===== config.mk =====
export PLATFORM = sky130hd
export DESIGN_NAME = reply_reorder_buffer_top_flat
export DESIGN_NICKNAME = d
export VERILOG_FILES = /design/src/hdl/rrb_pkg.sv /design/src/hdl/rrb_if.sv /design/src/hdl/rrb_slot_mem.sv /design/src/hdl/rrb_ctrl.sv /design/src/hdl/reply_reorder_buffer_top.sv /design/src/flat_wrapper.sv
export VERILOG_INCLUDE_DIRS = /design/src /design/src/hdl
export SDC_FILE = /design/constraint.sdc
export NUM_CORES = 1
export LEC_CHECK = 0
export ABC_AREA = 1
export BUFFER_PORTS_ARGS = -buffer_cell sky130_fd_sc_hd__buf_2
export CORE_ASPECT_RATIO = 1.5
export CORE_UTILIZATION = 60
export CTS_CLUSTER_SIZE = 12
export DETAILED_ROUTE_END_ITERATION = 12
export HOLD_SLACK_MARGIN = 0.06
export PLACE_DENSITY_LB_ADDON = 0.15
export SYNTH_ARGS = -nofsm -noshare
export SYNTH_HDL_FRONTEND = slang
export SYNTH_SLANG_ARGS = --single-unit

===== constraint.sdc =====
create_clock -name clk -period 13.1 [get_ports clk]
set_clock_uncertainty 0.2 [all_clocks]
set_input_delay 0.655 -clock clk [delete_from_list [all_inputs] [get_ports clk]]
set_output_delay 0.655 -clock clk [all_outputs]
set_load 0.005 [all_outputs]

===== src/hdl/assert_macros.svh =====
// Assertion macros shared by the reply reorder buffer RTL.
// No dependencies; included by the files that carry assertions.
`ifndef ASSERT_MACROS_SVH
`define ASSERT_MACROS_SVH
`ifndef SYNTHESIS
// Check prop at every rising edge of clk while rst_n is high.
`define RRB_ASSERT(lbl, clk, rst_n, prop, msg) \
    lbl: assert property (@(posedge clk) disable iff (!rst_n) (prop)) else $error(msg);
// Check that expr never holds while rst_n is high.
`define RRB_ASSERT_NEVER(lbl, clk, rst_n, expr, msg) \
    lbl: assert property (@(posedge clk) disable iff (!rst_n) !(expr)) else $error(msg);
`else
`define RRB_ASSERT(lbl, clk, rst_n, prop, msg)
`define RRB_ASSERT_NEVER(lbl, clk, rst_n, expr, msg)
`endif
`endif


===== src/hdl/rrb_pkg.sv =====
// Shared widths, result codes and result record of the reply reorder buffer.
// No dependencies; used by the interfaces, the slot memory and the controller.
package rrb_pkg;

    localparam int ID_W  = 16;
    localparam int PAY_W = 16;

    typedef enum logic [1:0] {
        KIND_GRANT    = 2'd0,
        KIND_WRITTEN  = 2'd1,
        KIND_REJECTED = 2'd2,
        KIND_FULL     = 2'd3
    } kind_t;

    typedef struct packed {
        kind_t             kind;
        logic [ID_W-1:0]   id;
        logic [PAY_W-1:0]  payload;
        logic              last;
    } result_t;

endpackage


===== src/hdl/rrb_if.sv =====
// Valid/ready channel interfaces: request input, result output, config write.
// Depends on rrb_pkg.
interface rrb_in_if;
    logic                     valid;
    logic                     ready;
    logic                     req_type;
    logic [rrb_pkg::ID_W-1:0]  reply_id;
    logic [rrb_pkg::PAY_W-1:0] payload_handle;

    modport source (output valid, req_type, reply_id, payload_handle, input ready);
    modport sink   (input valid, req_type, reply_id, payload_handle, output ready);
endinterface

interface rrb_out_if;
    logic                     valid;
    logic                     ready;
    rrb_pkg::kind_t           out_kind;
    logic [rrb_pkg::ID_W-1:0]  out_id;
    logic [rrb_pkg::PAY_W-1:0] out_payload;
    logic                     last;

    modport source (output valid, out_kind, out_id, out_payload, last, input ready);
    modport sink   (input valid, out_kind, out_id, out_payload, last, output ready);
endinterface

interface rrb_cfg_if;
    logic valid;
    logic ready;
    logic out_of_order;

    modport source (output valid, out_of_order, input ready);
    modport sink   (input valid, out_of_order, output ready);
endinterface


===== src/hdl/rrb_slot_mem.sv =====
// Slot store: one valid bit and one payload handle per window entry.
// Single write port, single read port, registered read data. Depends on rrb_pkg.
module rrb_slot_mem #(
    parameter int WINDOW = 32
) (
    input  logic                         clk,
    input  logic                         rd_en,
    input  logic [$clog2(WINDOW)-1:0]    rd_addr,
    output logic [rrb_pkg::PAY_W:0]      rd_data,
    input  logic                         wr_en,
    input  logic [$clog2(WINDOW)-1:0]    wr_addr,
    input  logic [rrb_pkg::PAY_W:0]      wr_data
);
    import rrb_pkg::*;

    logic [PAY_W:0] slot_mem_reg [WINDOW];
    logic [PAY_W:0] rd_data_reg;

    always_ff @(posedge clk)
    begin
        if (wr_en)
        begin
            slot_mem_reg[wr_addr] <= wr_data;
        end
    end

    // Hold read data until the next read.
    always_ff @(posedge clk)
    begin
        if (rd_en)
        begin
            rd_data_reg <= slot_mem_reg[rd_addr];
        end
    end

    assign rd_data = rd_data_reg;

endmodule


===== src/hdl/rrb_ctrl.sv =====
// Sequencer of the reply reorder buffer: id window, slot lookups, drain, result register.
// Depends on rrb_pkg, the channel interfaces and assert_macros.svh.
`include "assert_macros.svh"

module rrb_ctrl #(
    parameter int WINDOW = 32
) (
    input  logic                         clk,
    input  logic                         rst_n,
    rrb_in_if.sink                       req,
    rrb_out_if.source                    rsp,
    rrb_cfg_if.sink                      cfg,
    output logic                         mem_rd_en,
    output logic [$clog2(WINDOW)-1:0]    mem_rd_addr,
    input  logic [rrb_pkg::PAY_W:0]      mem_rd_data,
    output logic                         mem_wr_en,
    output logic [$clog2(WINDOW)-1:0]    mem_wr_addr,
    output logic [rrb_pkg::PAY_W:0]      mem_wr_data
);
    import rrb_pkg::*;

    localparam int SW = $clog2(WINDOW);
    localparam logic [ID_W-1:0] WIN_ID    = ID_W'(WINDOW);
    localparam logic [SW-1:0]   LAST_SLOT = SW'(WINDOW - 1);
    localparam logic [SW:0]     WIN_EXT   = (SW + 1)'(WINDOW);

    typedef enum logic [3:0] {
        ST_CLEAR  = 4'b0001,
        ST_IDLE   = 4'b0010,
        ST_DECIDE = 4'b0100,
        ST_DRAIN  = 4'b1000
    } state_t;

    state_t           state_reg, state_next;
    logic             ooo_reg;
    logic [ID_W-1:0]  head_id_reg, head_id_next;
    logic [ID_W-1:0]  tail_id_reg, tail_id_next;
    logic [SW-1:0]    head_slot_reg, head_slot_next;
    logic [SW-1:0]    clr_idx_reg, clr_idx_next;

    logic             item_reply_reg, item_reply_next;
    logic [ID_W-1:0]  item_id_reg, item_id_next;
    logic [PAY_W-1:0] item_pay_reg, item_pay_next;
    logic             item_zero_reg, item_zero_next;
    logic             item_win_reg, item_win_next;
    logic [SW-1:0]    item_slot_reg, item_slot_next;

    logic [ID_W-1:0]  pend_id_reg, pend_id_next;
    logic [PAY_W-1:0] pend_pay_reg, pend_pay_next;

    result_t          out_reg;
    logic             out_valid_reg;

    logic [ID_W-1:0]  used;
    logic [ID_W-1:0]  offset;
    logic             in_win;
    logic [SW:0]      slot_sum;
    logic [SW-1:0]    req_slot;
    logic [SW-1:0]    head_slot_inc;
    logic             can_push;
    logic             push;
    result_t          push_val;
    logic             accept;
    logic             drain_more;

    assign used          = tail_id_reg - head_id_reg;
    assign offset        = req.reply_id - head_id_reg;
    assign in_win        = offset < used;
    assign slot_sum      = {1'b0, head_slot_reg} + {1'b0, offset[SW-1:0]};
    assign head_slot_inc = (head_slot_reg == LAST_SLOT) ? '0 : head_slot_reg + 1'b1;
    assign can_push      = !out_valid_reg || rsp.ready;
    assign accept        = req.valid && req.ready;
    assign drain_more    = (head_id_reg != tail_id_reg) && mem_rd_data[PAY_W];

    always_comb
    begin
        if (!in_win)
        begin
            req_slot = '0;
        end
        else if (slot_sum >= WIN_EXT)
        begin
            req_slot = SW'(slot_sum - WIN_EXT);
        end
        else
        begin
            req_slot = slot_sum[SW-1:0];
        end
    end

    assign req.ready = (state_reg == ST_IDLE);
    assign cfg.ready = 1'b1;

    always_comb
    begin
        state_next      = state_reg;
        head_id_next    = head_id_reg;
        tail_id_next    = tail_id_reg;
        head_slot_next  = head_slot_reg;
        clr_idx_next    = clr_idx_reg;
        item_reply_next = item_reply_reg;
        item_id_next    = item_id_reg;
        item_pay_next   = item_pay_reg;
        item_zero_next  = item_zero_reg;
        item_win_next   = item_win_reg;
        item_slot_next  = item_slot_reg;
        pend_id_next    = pend_id_reg;
        pend_pay_next   = pend_pay_reg;
        mem_rd_en       = 1'b0;
        mem_rd_addr     = '0;
        mem_wr_en       = 1'b0;
        mem_wr_addr     = '0;
        mem_wr_data     = '0;
        push            = 1'b0;
        push_val        = '{kind: KIND_GRANT, id: '0, payload: '0, last: 1'b1};

        case (state_reg)
            ST_CLEAR:
            begin
                mem_wr_en   = 1'b1;
                mem_wr_addr = clr_idx_reg;
                if (clr_idx_reg == LAST_SLOT)
                begin
                    state_next = ST_IDLE;
                end
                else
                begin
                    clr_idx_next = clr_idx_reg + 1'b1;
                end
            end

            ST_IDLE:
            begin
                if (accept)
                begin
                    item_reply_next = req.req_type;
                    item_id_next    = req.reply_id;
                    item_pay_next   = req.payload_handle;
                    item_zero_next  = (offset == '0);
                    item_win_next   = in_win;
                    item_slot_next  = req_slot;
                    mem_rd_en       = req.req_type;
                    mem_rd_addr     = req_slot;
                    state_next      = ST_DECIDE;
                end
            end

            ST_DECIDE:
            begin
                if (!item_reply_reg)
                begin
                    push = can_push;
                    if (ooo_reg)
                    begin
                        push_val.kind = KIND_GRANT;
                    end
                    else if (used >= WIN_ID)
                    begin
                        push_val.kind = KIND_FULL;
                        push_val.id   = tail_id_reg;
                    end
                    else
                    begin
                        push_val.kind = KIND_GRANT;
                        push_val.id   = tail_id_reg;
                        if (can_push)
                        begin
                            tail_id_next = tail_id_reg + 1'b1;
                        end
                    end
                    if (can_push)
                    begin
                        state_next = ST_IDLE;
                    end
                end
                else if (ooo_reg || !item_win_reg || mem_rd_data[PAY_W])
                begin
                    // Pass through unordered, or drop as out of window / duplicate.
                    push             = can_push;
                    push_val.kind    = ooo_reg ? KIND_WRITTEN : KIND_REJECTED;
                    push_val.id      = item_id_reg;
                    push_val.payload = item_pay_reg;
                    if (can_push)
                    begin
                        state_next = ST_IDLE;
                    end
                end
                else if (!item_zero_reg)
                begin
                    // Hold the reply until the head reaches it.
                    mem_wr_en   = 1'b1;
                    mem_wr_addr = item_slot_reg;
                    mem_wr_data = {1'b1, item_pay_reg};
                    state_next  = ST_IDLE;
                end
                else
                begin
                    // Reply at the head: advance and look at the next slot.
                    pend_id_next   = item_id_reg;
                    pend_pay_next  = item_pay_reg;
                    head_id_next   = head_id_reg + 1'b1;
                    head_slot_next = head_slot_inc;
                    mem_rd_en      = 1'b1;
                    mem_rd_addr    = head_slot_inc;
                    state_next     = ST_DRAIN;
                end
            end

            ST_DRAIN:
            begin
                if (can_push)
                begin
                    push             = 1'b1;
                    push_val.kind    = KIND_WRITTEN;
                    push_val.id      = pend_id_reg;
                    push_val.payload = pend_pay_reg;
                    push_val.last    = !drain_more;
                    if (drain_more)
                    begin
                        pend_id_next   = head_id_reg;
                        pend_pay_next  = mem_rd_data[PAY_W-1:0];
                        mem_wr_en      = 1'b1;
                        mem_wr_addr    = head_slot_reg;
                        head_id_next   = head_id_reg + 1'b1;
                        head_slot_next = head_slot_inc;
                        mem_rd_en      = 1'b1;
                        mem_rd_addr    = head_slot_inc;
                    end
                    else
                    begin
                        state_next = ST_IDLE;
                    end
                end
            end

            default:
            begin
                state_next = ST_IDLE;
            end
        endcase
    end

    always_ff @(posedge clk or negedge rst_n)
    begin
        if (!rst_n)
        begin
            state_reg     <= ST_CLEAR;
            ooo_reg       <= 1'b0;
            head_id_reg   <= '0;
            tail_id_reg   <= '0;
            head_slot_reg <= '0;
            clr_idx_reg   <= '0;
            out_valid_reg <= 1'b0;
        end
        else
        begin
            state_reg     <= state_next;
            head_id_reg   <= head_id_next;
            tail_id_reg   <= tail_id_next;
            head_slot_reg <= head_slot_next;
            clr_idx_reg   <= clr_idx_next;
            if (cfg.valid)
            begin
                ooo_reg <= cfg.out_of_order;
            end
            if (push)
            begin
                out_valid_reg <= 1'b1;
            end
            else if (rsp.ready)
            begin
                out_valid_reg <= 1'b0;
            end
        end
    end

    always_ff @(posedge clk)
    begin
        item_reply_reg <= item_reply_next;
        item_id_reg    <= item_id_next;
        item_pay_reg   <= item_pay_next;
        item_zero_reg  <= item_zero_next;
        item_win_reg   <= item_win_next;
        item_slot_reg  <= item_slot_next;
        pend_id_reg    <= pend_id_next;
        pend_pay_reg   <= pend_pay_next;
        if (push)
        begin
            out_reg <= push_val;
        end
    end

    assign rsp.valid       = out_valid_reg;
    assign rsp.out_kind    = out_reg.kind;
    assign rsp.out_id      = out_reg.id;
    assign rsp.out_payload = out_reg.payload;
    assign rsp.last        = out_reg.last;

    `RRB_ASSERT_NEVER(a_no_rw_clash, clk, rst_n, mem_wr_en && mem_rd_en && (mem_wr_addr == mem_rd_addr), "slot read and write hit the same entry")
    `RRB_ASSERT(a_window_bound, clk, rst_n, used <= WIN_ID, "outstanding ids exceed the window")
    `RRB_ASSERT(a_slot_bound, clk, rst_n, head_slot_reg <= LAST_SLOT, "head slot pointer out of range")
    `RRB_ASSERT(a_one_item, clk, rst_n, req.valid && req.ready |=> !req.ready, "request taken while another is in flight")

endmodule


===== src/hdl/reply_reorder_buffer_top.sv =====
// Reply reorder buffer: grants sequence ids and releases replies in issue order.
// Timing: a grant or rejection is pushed to the result register from the decide state, a drain's
// first result from the drain state after the next slot is read, then one result per cycle while
// the result register is free, from the registered slot read. A new request is taken only in idle,
// once the last one is through; a full result register that is not read holds the sequencer in place.
// Reset: head, tail and mode clear at once, then a sweep clears the slots.
module reply_reorder_buffer_top #(
    parameter int WINDOW = 32
) (
    input  logic       clk,
    input  logic       rst_n,
    rrb_in_if.sink     req,
    rrb_out_if.source  rsp,
    rrb_cfg_if.sink    cfg
);
    import rrb_pkg::*;

    localparam int SW = $clog2(WINDOW);

    logic             mem_rd_en;
    logic [SW-1:0]    mem_rd_addr;
    logic [PAY_W:0]   mem_rd_data;
    logic             mem_wr_en;
    logic [SW-1:0]    mem_wr_addr;
    logic [PAY_W:0]   mem_wr_data;

    rrb_ctrl #(
        .WINDOW (WINDOW)
    ) u_ctrl (
        .clk         (clk),
        .rst_n       (rst_n),
        .req         (req),
        .rsp         (rsp),
        .cfg         (cfg),
        .mem_rd_en   (mem_rd_en),
        .mem_rd_addr (mem_rd_addr),
        .mem_rd_data (mem_rd_data),
        .mem_wr_en   (mem_wr_en),
        .mem_wr_addr (mem_wr_addr),
        .mem_wr_data (mem_wr_data)
    );

    rrb_slot_mem #(
        .WINDOW (WINDOW)
    ) u_slot_mem (
        .clk     (clk),
        .rd_en   (mem_rd_en),
        .rd_addr (mem_rd_addr),
        .rd_data (mem_rd_data),
        .wr_en   (mem_wr_en),
        .wr_addr (mem_wr_addr),
        .wr_data (mem_wr_data)
    );

endmodule

===== src/flat_wrapper.sv =====
// flat-port wrapper written by rule: the top's interface ports become plain ports
module reply_reorder_buffer_top_flat import rrb_pkg::*;
#(
    parameter int WINDOW = 32
)
  (clk, rst_n, req_valid, req_req_type, req_reply_id, req_payload_handle, req_ready, rsp_valid, rsp_out_kind, rsp_out_id, rsp_out_payload, rsp_last, rsp_ready, cfg_valid, cfg_out_of_order, cfg_ready);
  rrb_in_if req_i ();
  rrb_out_if rsp_i ();
  rrb_cfg_if cfg_i ();
  input  logic clk;
  input  logic rst_n;
  input wire logic [$bits(req_i.valid)-1:0] req_valid;
  input wire logic [$bits(req_i.req_type)-1:0] req_req_type;
  input wire logic [$bits(req_i.reply_id)-1:0] req_reply_id;
  input wire logic [$bits(req_i.payload_handle)-1:0] req_payload_handle;
  output wire logic [$bits(req_i.ready)-1:0] req_ready;
  output wire logic [$bits(rsp_i.valid)-1:0] rsp_valid;
  output wire logic [$bits(rsp_i.out_kind)-1:0] rsp_out_kind;
  output wire logic [$bits(rsp_i.out_id)-1:0] rsp_out_id;
  output wire logic [$bits(rsp_i.out_payload)-1:0] rsp_out_payload;
  output wire logic [$bits(rsp_i.last)-1:0] rsp_last;
  input wire logic [$bits(rsp_i.ready)-1:0] rsp_ready;
  input wire logic [$bits(cfg_i.valid)-1:0] cfg_valid;
  input wire logic [$bits(cfg_i.out_of_order)-1:0] cfg_out_of_order;
  output wire logic [$bits(cfg_i.ready)-1:0] cfg_ready;
  assign req_i.valid = req_valid;
  assign req_i.req_type = req_req_type;
  assign req_i.reply_id = req_reply_id;
  assign req_i.payload_handle = req_payload_handle;
  assign req_ready = req_i.ready;
  assign rsp_valid = rsp_i.valid;
  assign rsp_out_kind = rsp_i.out_kind;
  assign rsp_out_id = rsp_i.out_id;
  assign rsp_out_payload = rsp_i.out_payload;
  assign rsp_last = rsp_i.last;
  assign rsp_i.ready = rsp_ready;
  assign cfg_i.valid = cfg_valid;
  assign cfg_i.out_of_order = cfg_out_of_order;
  assign cfg_ready = cfg_i.ready;
  reply_reorder_buffer_top #(.WINDOW(WINDOW)) u_core (.clk(clk), .rst_n(rst_n), .req(req_i), .rsp(rsp_i), .cfg(cfg_i));
endmodule

==> results.json, run 1 <==
{
  "post-dp-hpwl_mm": 57.2,
  "hold_class": "primary input to flop",
  "antenna_found_initial": 0,
  "clk_latency_ps": 610,
  "row_count": 106,
  "antenna_cells": 0,
  "grt_overflow": 0,
  "timing.final.crit_share": 0.552,
  "powerDensity_nw_per_um2": 172,
  "worst_pin_slew_ps": 1200,
  "crit_slowest_cell": "buf_4",
  "fin_ws_ps": 5870,
  "grt_usage": 0.323,
  "path_max_fanout": 201,
  "final-max-slew-violation-count": 0,
  "htree_levels": 3,
  "met1_usage": 0.388,
  "yosys_warnings": 0,
  "netlist_area_sq_um": 33700,
  "layout_commonest_cell": "edfxtp_1",
  "grt_pass1_wl_mm": 138,
  "postLayoutCellArea_sq_um": 37000,
  "synth_compound_area_frac": 0.0317,
  "crit_arrival_ps": 7380,
  "top_usage_layer": "met2",
  "area_growth_pct": 9.93,
  "run_status": "finished, final reports clean",
  "place_area_sq_um": 34700,
  "critPathMaxStageDelay_ps": 720,
  "place_congestion": 1.02,
  "largest_reg_flops": 544,
  "relSlewSlack": 0.194,
  "cts_resized": 0,
  "finalHoldWorstSlack_ps": 86.0,
  "gr-usage-met2": 0.548,
  "muxShareOfSynthArea": 0,
  "synth_fa_ha_area_frac": 0.0222,
  "finalHoldViolations": 0,
  "fin_tns_setup_ps": 0,
  "startpoint_type": "primary input",
  "numCtsBuffers": 72,
  "maxCapViolations": 0,
  "postCtsSetupRepairBufs": 0,
  "synthArstFlopShare": 0.0670,
  "clk_pin_slew_ps": 60,
  "yosysSeqAreaShare": 0.632,
  "timing_worst_setup_path_type": "primary input to flop",
  "grtUsageMet3": 0.0427,
  "port_buffers": 75,
  "cpMostUsedCell": "nand2_1",
  "grt_pass1_vias": 23600,
  "fin_nets": 3434,
  "synth-simple-area-share": 0.223,
  "dp.cells": 3934,
  "fin_crit_ps": 7230,
  "dieArea_sq_um": 57100,
  "crit_path_end_kind": "flop",
  "final_cell_mix": "668 x edfxtp_1, 665 x nand2_1, 648 x nand3_1",
  "clk_path_buf_depth": 3,
  "drt_wl_total_mm": 91.3,
  "detail-route-antenna-nets": 0,
  "rsz0062_at_grt": "false",
  "synthCells": 3256,
  "synth_flop_cell": "edfxtp_1",
  "cts_tree": "built",
  "post-place-ws_ps": 6110,
  "io_pins": 77,
  "synthXorXnorAreaFrac": 0.0138,
  "peakVddDrop_mv": 0.110,
  "first_iter_violations": 2537,
  "via_per_inst": 5.93,
  "drive_above_1_share": 0.0828,
  "drc": 0,
  "setup_violations": 0,
  "cts_root_buf": "clkbuf_16",
  "synth_top_family_by_area": "simple AND/OR/NAND/NOR gates",
  "die_w_um": 195,
  "start_util": 0.606,
  "core_sq_um": 55600,
  "dr.pass1.iters": 6,
  "synth-seq-cells": 716,
  "final_cells": 4072,
  "synth_area_per_cell_sq_um": 10.3,
  "cts.sinks": 716,
  "fmax_mhz": 138,
  "routedWlPerCell_um": 22.4,
  "grt_max_degree": 202,
  "crit_required_ps": 13240,
  "vias": 24100,
  "p_leak_nw": 15.3,
  "synth_edf_count": 668,
  "chipHeight_um": 292,
  "syn_nets": 3353,
  "synth_cell_types": 45
}
## per-stage QoR
step / total power, mW / utilization
2_1_floorplan: 3.95 / -
6_report: 6.37 / 0.666
3_3_place_gp: 4.50 / 0.624
4_1_cts: 6.37 / 0.666
5_1_grt: 6.64 / 0.666
3_5_place_dp: 4.53 / 0.624
## cell type report
| type | count | area [sq um] |
|---|---|---|
| Tap cell | 702 | 878 |
| Inverter | 467 | 1760 |
| Fill cell | 4206 | 18600 |
| Sequential cell | 716 | 21300 |
| Multi-Input combinational cell | 1904 | 9880 |
| Clock inverter | 12 | 81.3 |
| Timing Repair Buffer | 176 | 1220 |
| Clock buffer | 95 | 1920 |
## worst max-delay path: cells and delay by family
kind,cells,cell delay (ps)
buffers and inverters,7,2530
and+or+nand+nor,13,1890
adders and majority gates,3,880
AOI/OAI and AO/OA,6,840
xor gates and xnor gates,1,200
## layer usage
metal | wire length, um | vias up
li1 | - | 11200
met1 | 32800 | 11600
met2 | 45500 | 1136
met3 | 7080 | 231
met4 | 5930 | 0
met5 | 0 | -
## report_power, final
part           leakage [nW]  internal (mW)  total [mW]  switching, mW
clock                 0.968           1.02        1.84          0.821
combinational          8.46          0.524        1.82           1.30
sequential             5.90           2.64        2.70         0.0679
## cells in the mapped netlist (15+ instances only)
cell type | n | area share
nand2_1 | 667 | 0.074
nor3_1 | 16 | 0.0024
clkbuf_1 | 52 | 0.0058
inv_1 | 457 | 0.051
edfxtp_1 | 668 | 0.60
nor2_1 | 111 | 0.012
a21oi_1 | 70 | 0.010
ha_1 | 55 | 0.020
xor2_1 | 38 | 0.0099
nand4_1 | 19 | 0.0035
nand3b_1 | 124 | 0.028
xnor2_1 | 15 | 0.0039
o31ai_1 | 33 | 0.0074
buf_2 | 90 | 0.013
nand3_1 | 648 | 0.096
o21ai_0 | 57 | 0.0085
dfrtp_1 | 47 | 0.035
## worst paths after layout
path | endpoint | cells past startpoint | from | slack, ps
worst max-delay path | u_core.u_slot_mem.rd_data[4]$_DFFE_PP_ | 30 | req_reply_id[0] | 5870
worst min-delay path | u_core.u_ctrl.item_id_reg[2]$_DFFE_PP_ | 1 | req_reply_id[2] | 90
worst max register to register | u_core.u_slot_mem.rd_data[4]$_DFFE_PP_ | 27 | u_core.u_ctrl.head_id_reg[0]$_DFFE_PN0P_ | 6160
worst min register to register | u_core.u_ctrl.head_id_reg[8]$_DFFE_PN0P_ | 1 | u_core.u_ctrl.head_id_reg[8]$_DFFE_PN0P_ | 310
max in group asynchronous | u_core.u_ctrl.rsp.valid$_DFFE_PN0P_ | 3 | rst_n | 11670
min in group asynchronous | u_core.u_ctrl.head_id_reg[5]$_DFFE_PN0P_ | 3 | rst_n | 520
## cell families (layout without fill, tap and decap cells)
logic type / after synthesis / in the layout
buf+inv: 636 / 750
fa+ha+maj: 58 / 58
simple gates: 1609 / 1609
compound gates: 183 / 183
other cells: 1 / 1
flops: 716 / 716
xor+xnor: 53 / 53
## timing repair
action	CTS	global route
hold endpoints to repair	76	0
endpoints found under the setup margin	0	0
hold buffers	31	0
Power figures use the tool's default switching activity.
==> run 2: changes to the inputs <==
--- a/config.mk
+++ b/config.mk
@@ -9,7 +9,7 @@
 export ABC_AREA = 1
 export BUFFER_PORTS_ARGS = -buffer_cell sky130_fd_sc_hd__buf_2
 export CORE_ASPECT_RATIO = 1.5
-export CORE_UTILIZATION = 60
+export CORE_UTILIZATION = 57
 export CTS_CLUSTER_SIZE = 12
 export DETAILED_ROUTE_END_ITERATION = 12
 export HOLD_SLACK_MARGIN = 0.06
==> constraint.sdc (replaced) <==
create_clock -name clk -period 6.2 [get_ports clk]
set_clock_uncertainty 0.2 [all_clocks]
set_input_delay 0.31 -clock clk [delete_from_list [all_inputs] [get_ports clk]]
set_output_delay 0.31 -clock clk [all_outputs]
set_load 0.005 [all_outputs]
==> run 2 against run 1 <==
Effect of this change: clock-buffer cell count is 2 higher; final cell count is 2.6% higher; non-clock buffer count is 29 higher; worst hold slack better by 51 ps; die area up 5.2%; first-iteration DRC count shrank 11%.
==> results.json, run 2 (synthesis results as in run 1) <==
{
  "run_status": "finished, final reports clean",
  "clk_latency_ps": 640,
  "cts_tree": "built",
  "grt_overflow": 0,
  "htree_levels": 3,
  "crit_required_ps": 6360,
  "final_core_util": 0.645,
  "crit_arrival_ps": 5980,
  "final_cell_mix": "668 x edfxtp_1, 665 x nand2_1, 648 x nand3_1",
  "antenna_found_initial": 2,
  "worst_pin_slew_ps": 1300,
  "maxCapViolations": 0,
  "path_max_fanout": 104,
  "final-max-slew-violation-count": 0,
  "crit_path_end_kind": "flop",
  "largest_reg_flops": 544,
  "routedWlPerCell_um": 22.5,
  "drive_above_1_share": 0.0899,
  "finalHoldViolations": 0,
  "fin_nets": 3463,
  "met1_length_mm": 34.2,
  "hold_class": "primary input to asynchronous set/reset pin",
  "wl_met2_mm": 46.8,
  "first_iter_violations": 2265,
  "clk_pin_slew_ps": 60,
  "postLayoutCellArea_sq_um": 37500,
  "place_congestion": 1.04,
  "timing_worst_setup_path_type": "flop to flop",
  "peakVddDrop_mv": 0.225,
  "die_w_um": 200,
  "seq_area_sq_um": 21300,
  "dr.pass1.iters": 8,
  "vias": 24600,
  "cts_root_buf": "clkbuf_16",
  "rsz0062_at_grt": "false",
  "area_growth_pct": 11.4,
  "nFillCells": 4539,
  "layout_commonest_cell": "edfxtp_1",
  "chipHeight_um": 300,
  "fin_tns_setup_ps": 0,
  "timing.final.crit_share": 0.939,
  "cts.sinks": 716,
  "setup_violations": 0,
  "multiInputGateArea_sq_um": 9890,
  "via_per_inst": 5.88,
  "highest_layer": "met5",
  "postCtsSetupRepairBufs": 0,
  "powerDensity_nw_per_um2": 365,
  "fmax_mhz": 172,
  "core_sq_um": 58100,
  "clk_path_buf_depth": 3,
  "drc": 0,
  "row_count": 108,
  "dieArea_sq_um": 60000,
  "port_buffers": 75,
  "place_area_sq_um": 35000,
  "post-dp-hpwl_mm": 57.9,
  "drt_wl_total_mm": 94.2,
  "finalHoldWorstSlack_ps": 137,
  "io_pins": 77,
  "detail-route-antenna-nets": 0,
  "numCtsBuffers": 72,
  "grt_max_degree": 172,
  "relSlewSlack": 0.134,
  "grt_usage": 0.316,
  "post-place-ws_ps": 523,
  "fin_crit_ps": 5820,
  "grt_pass1_vias": 24200,
  "start_util": 0.579,
  "grt_pass1_wl_mm": 142,
  "p_leak_nw": 15.5,
  "startpoint_type": "flop",
  "fin_ws_ps": 377,
  "route.met3.wl_mm": 6.52
}
run 2: changes by cell type in the layout (fill, tap and decap cells not counted), moves of 3 or more:
cell           delta
buf_12            +8
buf_4            +12
clkinv_8          +3
nor2_2            +6
nor2_1            -5
dlygate4sd3_1     +9
run 2: cell type report:
cell class                      count  share of cell area
Antenna cell                        2            0.000133
Clock buffer                       97              0.0517
Clock inverter                     16             0.00334
Inverter                          467              0.0468
Multi-Input combinational cell   1904               0.264
Sequential cell                   716               0.567
Tap cell                          770              0.0257
Timing Repair Buffer              205              0.0417
run 2: where the power goes:
group	leakage (nW)	internal, mW	total [mW]	switching, mW
sequential	5.90	5.57	5.74	0.173
combinational	8.64	1.19	3.97	2.78
clock	0.995	2.19	3.98	1.79
total	15.5	8.95	13.7	4.75
run 2: critical path, cell delays in order, from the launching register on:
cell and delay, ps:
dfrtp_1 480, ha_1 470, nand2_1 230, nor2_1 330, nand3_1 220, nand3_2 140, xor2_1 290, ha_1 320
a21oi_1 140, o21ai_0 100, a21oi_1 220, nand4_1 290, nand2_4 400, buf_4 910, nand2_1 140, nand3_1 150
nand3_1 100, nand3_1 190, nand2_1 70, nand2_1 60, nand2_1 50
run 2: path summary, 6_finish.rpt:
kind | from | to | slack (ps) | cells after the start
setup / recovery | u_core.u_ctrl.tail_id_reg[7]$_DFFE_PN0P_ | u_core.u_slot_mem.rd_data[5]$_DFFE_PP_ | 380 | 20
hold / removal | rst_n | u_core.u_ctrl.tail_id_reg[9]$_DFFE_PN0P_ | 140 | 3
hold reg to reg | u_core.u_ctrl.head_id_reg[7]$_DFFE_PN0P_ | u_core.u_ctrl.head_id_reg[7]$_DFFE_PN0P_ | 300 | 1
max in group asynchronous | rst_n | u_core.u_ctrl.head_slot_reg[3]$_DFFE_PN0P_ | 5180 | 3
min in group clk | req_payload_handle[1] | u_core.u_ctrl.item_pay_reg[1]$_DFFE_PP_ | 200 | 2
setup reg to reg | u_core.u_ctrl.tail_id_reg[7]$_DFFE_PN0P_ | u_core.u_slot_mem.rd_data[5]$_DFFE_PP_ | 380 | 20
run 2: routing by layer:
| layer | global-route usage | vias up |
|---|---|---|
| met1 | 0.368 | 11900 |
| met3 | 0.0438 | 297 |
| met5 | 0 | - |
| li1 | - | 11300 |
| met4 | 0.218 | 2 |
| met2 | 0.542 | 1115 |
run 2: what timing repair did:
item                                   in CTS  in global routing
gates resized for setup                     0                  0
endpoints found under the hold margin      86                  0
hold buffers                               40                  0
run 2: per-stage QoR:
step / power, mW / std cells
after global routing: 14.3 / 4175
after floorplan: 8.35 / 3256
after global placement: 9.67 / 4022
after detailed placement: 9.72 / 4022
after CTS: 13.7 / 4175
final: 13.7 / 4177
